$ cat src/sv/bntt_pkg.sv
// Shared types, constants and helper functions for the byte NTT core.
package bntt_pkg;

    // transform size and field
    localparam int NPTS       = 8;
    localparam int BYTE_W     = 8;
    localparam int VAL_W      = 9;
    localparam int IDX_W      = 3;
    localparam int CFG_IDX_W  = 1;
    localparam int PROD_W     = 2 * VAL_W;
    localparam int CNT_W      = 5;
    localparam int TERM_W     = VAL_W + 1;
    localparam int PAIR_W     = TERM_W + 1;
    localparam int SUM_W      = PAIR_W + 2;
    localparam int RED_W      = 15;

    localparam logic [VAL_W-1:0]  FIELD_Q      = 9'd257;
    localparam logic [VAL_W-1:0]  CENTRE_LIM   = 9'd128;
    // adding 255 modulo 512 is the same as subtracting 257
    localparam logic [VAL_W-1:0]  NEG_Q_MOD512 = 9'd255;
    localparam logic [RED_W-1:0]  SUM_OFFSET   = 15'd4112;   // 16 * 257
    localparam logic [VAL_W:0]    ZERO_MOD_EFF = 10'd512;

    // register reset values
    localparam logic [VAL_W-1:0] ROOT_RST    = 9'd2;
    localparam logic [VAL_W-1:0] MODULUS_RST = 9'd257;

    // configuration register indexes
    localparam logic [CFG_IDX_W-1:0] CFG_ROOT    = 1'b0;
    localparam logic [CFG_IDX_W-1:0] CFG_MODULUS = 1'b1;

    // power generator states
    typedef enum logic [1:0] {
        PW_IDLE,
        PW_MUL,
        PW_DIV
    } pw_state_t;

    // power table handed from the generator to the datapath
    typedef struct packed {
        logic                            busy;
        logic [NPTS-1:0][VAL_W-1:0]      pow;
    } pow_tab_t;

    // bit-reverse a 3-bit column index
    function automatic logic [IDX_W-1:0] rev3(input logic [IDX_W-1:0] v);
        return {v[0], v[1], v[2]};
    endfunction

    // exponent of the matrix entry in row j for input bit k
    function automatic logic [3:0] exp_of(input int j, input int k);
        logic [IDX_W-1:0] c;
        logic [7:0]       prod;
        c    = rev3(IDX_W'(k));
        prod = 8'(c) * 8'(2 * j + 1);
        return prod[3:0];
    endfunction

    // fold a sum into -128..128 modulo 257
    function automatic logic signed [VAL_W-1:0] reduce_centre(
        input logic signed [SUM_W-1:0] s
    );
        logic [RED_W-1:0] x;
        logic [VAL_W:0]   d;
        logic [VAL_W-1:0] r;
        x = RED_W'(s) + SUM_OFFSET;
        // 256 is -1 mod 257: fold the high part down
        d = {2'b00, x[7:0]} - {3'b000, x[RED_W-1:8]};
        if (d[VAL_W])
        begin
            d = d + {1'b0, FIELD_Q};
        end
        r = d[VAL_W-1:0];
        if (r > CENTRE_LIM)
        begin
            r = r + NEG_Q_MOD512;
        end
        return $signed(r);
    endfunction

endpackage

$ cat src/sv/bntt_if.sv
// Valid/ready channel interfaces for the input byte and the coefficient word.
interface bntt_in_if;
    logic                          valid;
    logic                          ready;
    logic [bntt_pkg::BYTE_W-1:0]   data_byte;

    modport source (output valid, output data_byte, input ready);
    modport sink   (input valid, input data_byte, output ready);
endinterface

interface bntt_out_if;
    logic                                valid;
    logic                                ready;
    logic signed [bntt_pkg::VAL_W-1:0]   coeff_0;
    logic signed [bntt_pkg::VAL_W-1:0]   coeff_1;
    logic signed [bntt_pkg::VAL_W-1:0]   coeff_2;
    logic signed [bntt_pkg::VAL_W-1:0]   coeff_3;
    logic signed [bntt_pkg::VAL_W-1:0]   coeff_4;
    logic signed [bntt_pkg::VAL_W-1:0]   coeff_5;
    logic signed [bntt_pkg::VAL_W-1:0]   coeff_6;
    logic signed [bntt_pkg::VAL_W-1:0]   coeff_7;

    modport source (output valid, output coeff_0, output coeff_1, output coeff_2,
                    output coeff_3, output coeff_4, output coeff_5, output coeff_6,
                    output coeff_7, input ready);
    modport sink   (input valid, input coeff_0, input coeff_1, input coeff_2,
                    input coeff_3, input coeff_4, input coeff_5, input coeff_6,
                    input coeff_7, output ready);
endinterface

$ cat src/sv/byte_ntt8_mod257_core.sv
// Top level of the byte-wise 8-point negacyclic NTT modulo 257.
//
// Each accepted input byte gives one word of eight coefficients, each the
// centred residue mod 257 in -128..128. One byte is taken per clock cycle
// unless out_ch.ready back-pressure stalls the pipeline or the power table
// is being rebuilt; a word passes through registered pair sums, full sums
// and the mod-257 fold into the output register. The seven root powers sit
// in a table rebuilt after reset and after every register write, with one
// multiply and an 18-step bit-serial remainder each; in_ch.ready stays low meanwhile.
module byte_ntt8_mod257_core (
    input  logic                                   clk,
    input  logic                                   rst_n,
    input  logic                                   cfg_we,
    input  logic [bntt_pkg::CFG_IDX_W-1:0]         cfg_index,
    input  logic [bntt_pkg::VAL_W-1:0]             cfg_wdata,
    bntt_in_if.sink                                in_ch,
    bntt_out_if.source                             out_ch
);

    localparam int N = bntt_pkg::NPTS;

    logic [bntt_pkg::VAL_W-1:0]  root_reg;
    logic [bntt_pkg::VAL_W-1:0]  mod_reg;
    bntt_pkg::pow_tab_t          tab;

    logic                        v1_reg, v2_reg, v3_reg;
    logic                        adv1, adv2, adv3;
    logic                        in_take;

    logic signed [bntt_pkg::PAIR_W-1:0] pair_next [N][N/2];
    logic signed [bntt_pkg::PAIR_W-1:0] pair_reg  [N][N/2];
    logic signed [bntt_pkg::SUM_W-1:0]  sum_next  [N];
    logic signed [bntt_pkg::SUM_W-1:0]  sum_reg   [N];
    logic signed [bntt_pkg::VAL_W-1:0]  coef_reg  [N];

    // configuration registers
    always_ff @(posedge clk or negedge rst_n)
    begin
        if (!rst_n)
        begin
            root_reg <= bntt_pkg::ROOT_RST;
            mod_reg  <= bntt_pkg::MODULUS_RST;
        end
        else if (cfg_we)
        begin
            unique case (cfg_index)
                bntt_pkg::CFG_ROOT:    root_reg <= cfg_wdata;
                bntt_pkg::CFG_MODULUS: mod_reg  <= cfg_wdata;
                default:               root_reg <= root_reg;
            endcase
        end
    end

    bntt_pow_gen u_pow_gen (
        .clk     (clk),
        .rst_n   (rst_n),
        .start   (cfg_we),
        .root    (root_reg),
        .modulus (mod_reg),
        .tab     (tab)
    );

    // advance each stage when it is empty or the next one moves
    assign adv3    = !v3_reg || out_ch.ready;
    assign adv2    = !v2_reg || adv3;
    assign adv1    = !v1_reg || adv2;
    assign in_ch.ready = adv1 && !tab.busy;
    assign in_take = in_ch.valid && in_ch.ready;

    // stage 1: signed matrix terms, summed in pairs of input bits
    for (genvar j = 0; j < N; j++)
    begin : g_row
        for (genvar q = 0; q < N / 2; q++)
        begin : g_pair
            localparam logic [3:0] E0 = bntt_pkg::exp_of(j, 2 * q);
            localparam logic [3:0] E1 = bntt_pkg::exp_of(j, 2 * q + 1);
            logic signed [bntt_pkg::TERM_W-1:0] mag0, mag1, t0, t1;

            assign mag0 = $signed({1'b0, tab.pow[E0[2:0]]});
            assign mag1 = $signed({1'b0, tab.pow[E1[2:0]]});
            assign t0 = !in_ch.data_byte[2 * q] ? '0 : ((E0 > 4'd8) ? -mag0 : mag0);
            assign t1 = !in_ch.data_byte[2 * q + 1] ? '0 : ((E1 > 4'd8) ? -mag1 : mag1);
            assign pair_next[j][q] = bntt_pkg::PAIR_W'(t0) + bntt_pkg::PAIR_W'(t1);
        end

        // stage 2: full row sum
        assign sum_next[j] = bntt_pkg::SUM_W'(pair_reg[j][0])
                           + bntt_pkg::SUM_W'(pair_reg[j][1])
                           + bntt_pkg::SUM_W'(pair_reg[j][2])
                           + bntt_pkg::SUM_W'(pair_reg[j][3]);
    end

    // valid bits
    always_ff @(posedge clk or negedge rst_n)
    begin
        if (!rst_n)
        begin
            v1_reg <= 1'b0;
            v2_reg <= 1'b0;
            v3_reg <= 1'b0;
        end
        else
        begin
            if (adv1)
            begin
                v1_reg <= in_take;
            end
            if (adv2)
            begin
                v2_reg <= v1_reg;
            end
            if (adv3)
            begin
                v3_reg <= v2_reg;
            end
        end
    end

    // stage payload registers; stage 3 folds mod 257 into the output word
    always_ff @(posedge clk)
    begin
        for (int j = 0; j < N; j++)
        begin
            if (adv1)
            begin
                for (int q = 0; q < N / 2; q++)
                begin
                    pair_reg[j][q] <= pair_next[j][q];
                end
            end
            if (adv2)
            begin
                sum_reg[j] <= sum_next[j];
            end
            if (adv3)
            begin
                coef_reg[j] <= bntt_pkg::reduce_centre(sum_reg[j]);
            end
        end
    end

    assign out_ch.valid   = v3_reg;
    assign out_ch.coeff_0 = coef_reg[0];
    assign out_ch.coeff_1 = coef_reg[1];
    assign out_ch.coeff_2 = coef_reg[2];
    assign out_ch.coeff_3 = coef_reg[3];
    assign out_ch.coeff_4 = coef_reg[4];
    assign out_ch.coeff_5 = coef_reg[5];
    assign out_ch.coeff_6 = coef_reg[6];
    assign out_ch.coeff_7 = coef_reg[7];

endmodule

$ cat src/sv/bntt_pow_gen.sv
// Power table generator: omega^1..omega^7 by multiply and bit-serial remainder.
module bntt_pow_gen (
    input  logic                           clk,
    input  logic                           rst_n,
    input  logic                           start,
    input  logic [bntt_pkg::VAL_W-1:0]     root,
    input  logic [bntt_pkg::VAL_W-1:0]     modulus,
    output bntt_pkg::pow_tab_t             tab
);

    bntt_pkg::pw_state_t               state_reg, state_next;
    logic [bntt_pkg::IDX_W-1:0]        idx_reg, idx_next;
    logic [bntt_pkg::CNT_W-1:0]        cnt_reg, cnt_next;
    logic [bntt_pkg::PROD_W-1:0]       prod_reg, prod_next;
    logic [bntt_pkg::VAL_W-1:0]        rem_reg, rem_next;
    logic [bntt_pkg::VAL_W-1:0]        pow_reg [1:bntt_pkg::NPTS-1];
    logic [bntt_pkg::NPTS-1:0][bntt_pkg::VAL_W-1:0] pow_all;
    logic [bntt_pkg::VAL_W-1:0]        pow_prev;
    logic [bntt_pkg::VAL_W:0]          mod_eff;
    logic [bntt_pkg::VAL_W:0]          trial;
    logic                              pow_we;

    // exponent zero is always one, never reduced
    always_comb
    begin
        pow_all[0] = bntt_pkg::VAL_W'(1);
        for (int i = 1; i < bntt_pkg::NPTS; i++)
        begin
            pow_all[i] = pow_reg[i];
        end
    end

    assign pow_prev = pow_all[idx_reg - bntt_pkg::IDX_W'(1)];
    assign mod_eff  = (modulus == '0) ? bntt_pkg::ZERO_MOD_EFF : {1'b0, modulus};
    assign trial    = {rem_reg, prod_reg[bntt_pkg::PROD_W-1]};

    // next state
    always_comb
    begin
        state_next = state_reg;
        idx_next   = idx_reg;
        cnt_next   = cnt_reg;
        unique case (state_reg)
            bntt_pkg::PW_IDLE:
            begin
                state_next = bntt_pkg::PW_IDLE;
            end
            bntt_pkg::PW_MUL:
            begin
                state_next = bntt_pkg::PW_DIV;
                cnt_next   = bntt_pkg::CNT_W'(bntt_pkg::PROD_W - 1);
            end
            bntt_pkg::PW_DIV:
            begin
                cnt_next = cnt_reg - bntt_pkg::CNT_W'(1);
                if (cnt_reg == '0)
                begin
                    if (idx_reg == bntt_pkg::IDX_W'(bntt_pkg::NPTS - 1))
                    begin
                        state_next = bntt_pkg::PW_IDLE;
                    end
                    else
                    begin
                        state_next = bntt_pkg::PW_MUL;
                        idx_next   = idx_reg + bntt_pkg::IDX_W'(1);
                    end
                end
            end
            default:
            begin
                state_next = bntt_pkg::PW_IDLE;
            end
        endcase
        // restart on every register write
        if (start)
        begin
            state_next = bntt_pkg::PW_MUL;
            idx_next   = bntt_pkg::IDX_W'(1);
        end
    end

    // datapath outputs of each state
    always_comb
    begin
        prod_next = prod_reg;
        rem_next  = rem_reg;
        pow_we    = 1'b0;
        unique case (state_reg)
            bntt_pkg::PW_IDLE:
            begin
                pow_we = 1'b0;
            end
            bntt_pkg::PW_MUL:
            begin
                prod_next = bntt_pkg::PROD_W'(pow_prev) * bntt_pkg::PROD_W'(root);
                rem_next  = '0;
            end
            bntt_pkg::PW_DIV:
            begin
                prod_next = prod_reg << 1;
                if (trial >= mod_eff)
                begin
                    rem_next = bntt_pkg::VAL_W'(trial - mod_eff);
                end
                else
                begin
                    rem_next = trial[bntt_pkg::VAL_W-1:0];
                end
                pow_we = (cnt_reg == '0);
            end
            default:
            begin
                pow_we = 1'b0;
            end
        endcase
    end

    // control registers
    always_ff @(posedge clk or negedge rst_n)
    begin
        if (!rst_n)
        begin
            state_reg <= bntt_pkg::PW_MUL;
            idx_reg   <= bntt_pkg::IDX_W'(1);
            cnt_reg   <= '0;
        end
        else
        begin
            state_reg <= state_next;
            idx_reg   <= idx_next;
            cnt_reg   <= cnt_next;
        end
    end

    // working registers and power table
    always_ff @(posedge clk)
    begin
        prod_reg <= prod_next;
        rem_reg  <= rem_next;
        if (pow_we)
        begin
            pow_reg[idx_reg] <= rem_next;
        end
    end

    assign tab.busy = (state_reg != bntt_pkg::PW_IDLE);
    assign tab.pow  = pow_all;

endmodule
$ cat src/flat_wrapper.sv
// flat-port wrapper written by rule: the top's interface ports become plain ports
module byte_ntt8_mod257_core_flat 
  (clk, rst_n, cfg_we, cfg_index, cfg_wdata, in_ch_valid, in_ch_data_byte, in_ch_ready, out_ch_valid, out_ch_coeff_0, out_ch_coeff_1, out_ch_coeff_2, out_ch_coeff_3, out_ch_coeff_4, out_ch_coeff_5, out_ch_coeff_6, out_ch_coeff_7, out_ch_ready);
  bntt_in_if in_ch_i ();
  bntt_out_if out_ch_i ();
  input  logic clk;
  input  logic rst_n;
  input  logic cfg_we;
  input  logic [bntt_pkg::CFG_IDX_W-1:0] cfg_index;
  input  logic [bntt_pkg::VAL_W-1:0] cfg_wdata;
  input wire logic [$bits(in_ch_i.valid)-1:0] in_ch_valid;
  input wire logic [$bits(in_ch_i.data_byte)-1:0] in_ch_data_byte;
  output wire logic [$bits(in_ch_i.ready)-1:0] in_ch_ready;
  output wire logic [$bits(out_ch_i.valid)-1:0] out_ch_valid;
  output wire logic [$bits(out_ch_i.coeff_0)-1:0] out_ch_coeff_0;
  output wire logic [$bits(out_ch_i.coeff_1)-1:0] out_ch_coeff_1;
  output wire logic [$bits(out_ch_i.coeff_2)-1:0] out_ch_coeff_2;
  output wire logic [$bits(out_ch_i.coeff_3)-1:0] out_ch_coeff_3;
  output wire logic [$bits(out_ch_i.coeff_4)-1:0] out_ch_coeff_4;
  output wire logic [$bits(out_ch_i.coeff_5)-1:0] out_ch_coeff_5;
  output wire logic [$bits(out_ch_i.coeff_6)-1:0] out_ch_coeff_6;
  output wire logic [$bits(out_ch_i.coeff_7)-1:0] out_ch_coeff_7;
  input wire logic [$bits(out_ch_i.ready)-1:0] out_ch_ready;
  assign in_ch_i.valid = in_ch_valid;
  assign in_ch_i.data_byte = in_ch_data_byte;
  assign in_ch_ready = in_ch_i.ready;
  assign out_ch_valid = out_ch_i.valid;
  assign out_ch_coeff_0 = out_ch_i.coeff_0;
  assign out_ch_coeff_1 = out_ch_i.coeff_1;
  assign out_ch_coeff_2 = out_ch_i.coeff_2;
  assign out_ch_coeff_3 = out_ch_i.coeff_3;
  assign out_ch_coeff_4 = out_ch_i.coeff_4;
  assign out_ch_coeff_5 = out_ch_i.coeff_5;
  assign out_ch_coeff_6 = out_ch_i.coeff_6;
  assign out_ch_coeff_7 = out_ch_i.coeff_7;
  assign out_ch_i.ready = out_ch_ready;
  byte_ntt8_mod257_core u_core (.clk(clk), .rst_n(rst_n), .cfg_we(cfg_we), .cfg_index(cfg_index), .cfg_wdata(cfg_wdata), .in_ch(in_ch_i), .out_ch(out_ch_i));
endmodule
$ cat config.mk
export PLATFORM = sky130hd
export DESIGN_NAME = byte_ntt8_mod257_core_flat
export DESIGN_NICKNAME = d
export VERILOG_FILES = /design/src/sv/bntt_pkg.sv /design/src/sv/bntt_if.sv /design/src/sv/byte_ntt8_mod257_core.sv /design/src/sv/bntt_pow_gen.sv /design/src/flat_wrapper.sv
export SDC_FILE = /design/constraint.sdc
export NUM_CORES = 2
export LEC_CHECK = 0
export ABC_AREA = 1
export BUFFER_PORTS_ARGS = -buffer_cell sky130_fd_sc_hd__buf_2
export CORE_MARGIN = 3
export CORE_UTILIZATION = 35
export DETAILED_ROUTE_END_ITERATION = 10
export SLEW_MARGIN = 20
export SYNTH_ARGS = -nofsm -noshare
export SYNTH_HDL_FRONTEND = slang
export SYNTH_SLANG_ARGS = --single-unit
$ cat constraint.sdc
create_clock -name clk -period 16.3 [get_ports clk]
set_clock_uncertainty 0.15 [all_clocks]
set_input_delay 3.26 -clock clk [delete_from_list [all_inputs] [get_ports clk]]
set_output_delay 3.26 -clock clk [all_outputs]
set_load 0.02 [all_outputs]
==> insert_results.sql <==
INSERT INTO impl_metrics (metric_group, metric, value, unit) VALUES
('power_and_ir_drop', 'power.density', '193', 'nW/um2'),
('worst_setup_path', 'regToRegEndpoint', 'u_core.u_pow_gen.prod_reg[14]$_DFFE_PN_', ''),
('sta', 'finalMaxSlewViolations', '0', ''),
('logic_synthesis', 'synth_seq_area_share', '34.8', '%'),
('worst_setup_path', 'cp_common_cell', 'sky130_fd_sc_hd__inv_1', ''),
('power_and_ir_drop', 'power.share.clock', '16.0', '%'),
('power_and_ir_drop', 'power.combinational.fraction', '60.2', '%'),
('power_and_ir_drop', 'power_switching_share', '46.3', '%'),
('worst_setup_path', 'cp_slowest_stage_delay', '1.09', 'ns'),
('global_route', 'first_global_vias', '32900', ''),
('worst_setup_path', 'rr_startpoint', 'u_core.u_pow_gen.idx_reg[0]$_DFFE_PN1P_', ''),
('global_route', 'grt_util_all_layers', '18.5', '%'),
('global_route', 'grt_max_degree', '84', ''),
('logic_synthesis', 'synth-async-reset-ratio', '6.01', '%'),
('cells_and_area', 'final_nets', '5848', ''),
('floorplanning', 'die_w', '360', 'um'),
('floorplanning', 'placeableCoreArea', '124000', 'um2'),
('cts', 'worst_setup_hold_path_clk_slew', '0.06', 'ns'),
('worst_setup_path', 'cp.arrival', '8.63', 'ns'),
('logic_synthesis', 'synth_cell_type_count', '55', ''),
('logic_synthesis', 'synth-edff-count', '476', ''),
('logic_synthesis', 'postSynthNetCount', '5736', ''),
('power_and_ir_drop', 'power_switching', '0.00434', 'W'),
('route', 'route.detailed.wl_per_inst', '17.5', 'um'),
('power_and_ir_drop', 'seqPwrFrac', '23.8', '%'),
('route', 'detail_route.drc_violations', '0', ''),
('worst_setup_path', 'critPathCapture', 'u_core.u_pow_gen.prod_reg[14]$_DFFE_PN_', ''),
('sta', 'worst_slew_pin_slew', '1.10', 'ns'),
('cts', 'post_cts.resized_instances', '0', ''),
('route', 'detail_route.first_pass.iterations', '6', ''),
('logic_synthesis', 'synth-warning-count', '0', ''),
('worst_setup_path', 'critPathSlowestCell', 'sky130_fd_sc_hd__ha_1', ''),
('cts', 'hold_buffer_count_at_cts', '0', ''),
('power_and_ir_drop', 'irDropWorstVdd', '0.156', 'mV'),
('worst_setup_path', 'reg2reg_depth', '26', ''),
('sta', 'fmaxAchievable', '0.119', 'GHz'),
('logic_synthesis', 'syn_avg_cell_area', '8.67', 'um2'),
('logic_synthesis', 'synth_commonest_cells', 'sky130_fd_sc_hd__nand2_1, sky130_fd_sc_hd__inv_1, sky130_fd_sc_hd__edfxtp_1', ''),
('worst_hold_path', 'min_path_type', 'flop to flop', ''),
('run_status', 'outcome', 'completed', ''),
('worst_setup_path', 'critPathRequiredTime', '16.54', 'ns'),
('placement', 'placement.cell_area', '46200', 'um2'),
('cts', 'tritoncts_buffer_count', '67', ''),
('cells_and_area', 'max_reg_flops', '224', ''),
('route', 'avgViaCountPerCell', '4.89', ''),
('global_route', 'initial_antenna_violation_count', '4', ''),
('cells_and_area', 'utilization', '39.1', '%'),
('sta', 'fin_tns_setup', '0', 'ns'),
('cells_and_area', 'drive_gt1_share', '6.32', '%'),
('floorplanning', 'num_io_pins', '97', ''),
('cells_and_area', 'area_growth', '10.6', '%'),
('placement', 'dpl.hpwl', '93.1', 'mm'),
('logic_synthesis', 'synth-seq-cells', '516', ''),
('sta', 'final_cycle_share', '51.4', '%'),
('cells_and_area', 'fillers', '12500', ''),
('power_and_ir_drop', 'power.leakage', '24.5', 'nW'),
('logic_synthesis', 'synth_top_cells_by_area', 'sky130_fd_sc_hd__edfxtp_1, sky130_fd_sc_hd__ha_1, sky130_fd_sc_hd__fa_1, sky130_fd_sc_hd__nand2_1, sky130_fd_sc_hd__inv_1', ''),
('floorplanning', 'standard_cell_row_count', '129', ''),
('cts', 'cts_htree_levels', '3', ''),
('global_route', 'grt-ovfl-total', '0', ''),
('global_route', 'grt_pass1_wl', '186', 'mm'),
('worst_setup_path', 'setup.worst_path.start', 'u_core.u_pow_gen.idx_reg[0]$_DFFE_PN1P_', ''),
('logic_synthesis', 'synth_top_flop_cell', 'sky130_fd_sc_hd__edfxtp_1', ''),
('route', 'via_count', '33500', ''),
('floorplanning', 'chipHeight', '360', 'um'),
('sta', 'slew_headroom', '26.8', '%'),
('logic_synthesis', 'synthCells', '5052', ''),
('cts', 'postCtsSetupRepairBufs', '0', ''),
('worst_setup_path', 'cp_max_fo', '35', ''),
('placement', 'gp_routability_congestion', '0.993', ''),
('floorplanning', 'start_util', '35.3', '%');
worst min path at each step:
| stage | startpoint | endpoint | slack (ns) | cells past startpoint |
|---|---|---|---|---|
| 6_report | u_core.v2_reg$_DFFE_PN0P_ | u_core.out_ch.valid$_DFFE_PN0P_ | 0.33 | 2 |
| 2_1_floorplan | u_core.v2_reg$_DFFE_PN0P_ | u_core.out_ch.valid$_DFFE_PN0P_ | 0.27 | 2 |
| 4_1_cts | u_core.v2_reg$_DFFE_PN0P_ | u_core.out_ch.valid$_DFFE_PN0P_ | 0.34 | 2 |
| 3_5_place_dp | u_core.v2_reg$_DFFE_PN0P_ | u_core.out_ch.valid$_DFFE_PN0P_ | 0.32 | 2 |
| 3_3_place_gp | u_core.v2_reg$_DFFE_PN0P_ | u_core.out_ch.valid$_DFFE_PN0P_ | 0.30 | 2 |
| 5_1_grt | u_core.v2_reg$_DFFE_PN0P_ | u_core.out_ch.valid$_DFFE_PN0P_ | 0.35 | 2 |
through the flow:
step                      setup slack [ns]  cells  hold WS [ns]
after global placement                8.02   6732         0.304
after floorplan                       2.57   5052         0.273
after CTS                             8.02   6855         0.339
after detailed placement              8.04   6732         0.316
final                                 7.92   6856         0.333
after global routing                  7.13   6855         0.352
metal layers:
metal / routed length [um] / global-route usage, % / vias to the layer above
met5: 11 / 0 / -
met4: 4010 / 6.37 / 2
met3: 9190 / 4.10 / 195
met2: 53500 / 29.6 / 833
met1: 52900 / 24.7 / 15900
li1: - / - / 16600
layout make-up:
class,count,area [um2],share of cell area (%)
flip-flops and latches,516,15300,31.5
diodes,1,2.50,0.00516
clock inverters,40,434,0.896
multi-input cells,3619,25100,51.8
inverters,842,3170,6.53
repair buffers,118,646,1.33
clock buffers,83,1790,3.69
well taps,1637,2050,4.23
power groups by stage:
| stage | sequential, W | clock (W) | combinational, W |
|---|---|---|---|
| after floorplan | 0.00233 | 0 | 0.00443 |
| after global routing | 0.00227 | 0.00160 | 0.00656 |
| after global placement | 0.00225 | 0 | 0.00557 |
| after detailed placement | 0.00226 | 0 | 0.00566 |
| after CTS | 0.00223 | 0.00154 | 0.00570 |
| final | 0.00223 | 0.00150 | 0.00564 |
layout by cell type (no fill, tap or decap), types with 19 or more instances in the layout:
cell type | netlist | final
sky130_fd_sc_hd__xor2_1 | 283 | 283
sky130_fd_sc_hd__buf_2 | 0 | 96
sky130_fd_sc_hd__nor3_1 | 47 | 45
sky130_fd_sc_hd__edfxtp_1 | 476 | 476
sky130_fd_sc_hd__dfrtp_1 | 26 | 26
sky130_fd_sc_hd__nor2_2 | 19 | 19
sky130_fd_sc_hd__ha_1 | 417 | 417
sky130_fd_sc_hd__nand2_2 | 25 | 25
sky130_fd_sc_hd__inv_2 | 19 | 19
sky130_fd_sc_hd__nand3b_1 | 27 | 27
sky130_fd_sc_hd__fa_1 | 244 | 244
sky130_fd_sc_hd__xnor2_1 | 110 | 110
sky130_fd_sc_hd__nand2_1 | 1138 | 1136
sky130_fd_sc_hd__inv_1 | 820 | 819
sky130_fd_sc_hd__buf_4 | 1 | 22
sky130_fd_sc_hd__nor2_1 | 397 | 397
sky130_fd_sc_hd__a21o_1 | 30 | 30
sky130_fd_sc_hd__nand4_1 | 55 | 55
sky130_fd_sc_hd__clkbuf_16 | 0 | 69
sky130_fd_sc_hd__o21ai_0 | 177 | 175
sky130_fd_sc_hd__a21oi_1 | 285 | 285
sky130_fd_sc_hd__nand3_1 | 240 | 240
critical path: cells and delay by family (launching register included):
family | cells | cell delay, ns
buffers and inverters | 8 | 1.64
AO/OA/AOI/OAI | 6 | 1.25
adder cells (fa/ha/maj) | 6 | 3.46
flip-flops | 1 | 0.79
AND/OR/NAND/NOR | 6 | 0.82
logic make-up (layout without fill, tap and decap cells):
group                    after synthesis  count (layout)  synth area share, %
adder cells (fa/ha/maj)              661             661                 23.1
XOR/XNOR                             396             396                 7.97
other                                  0               1                    0
AND/OR/NAND/NOR                     1991            1991                 19.2
AO/OA/AOI/OAI                        571             571                 7.09
buffers and inverters                917            1083                 7.87
flip-flops                           516             516                 34.8
Note: power is estimated with default switching activity, not from simulation.
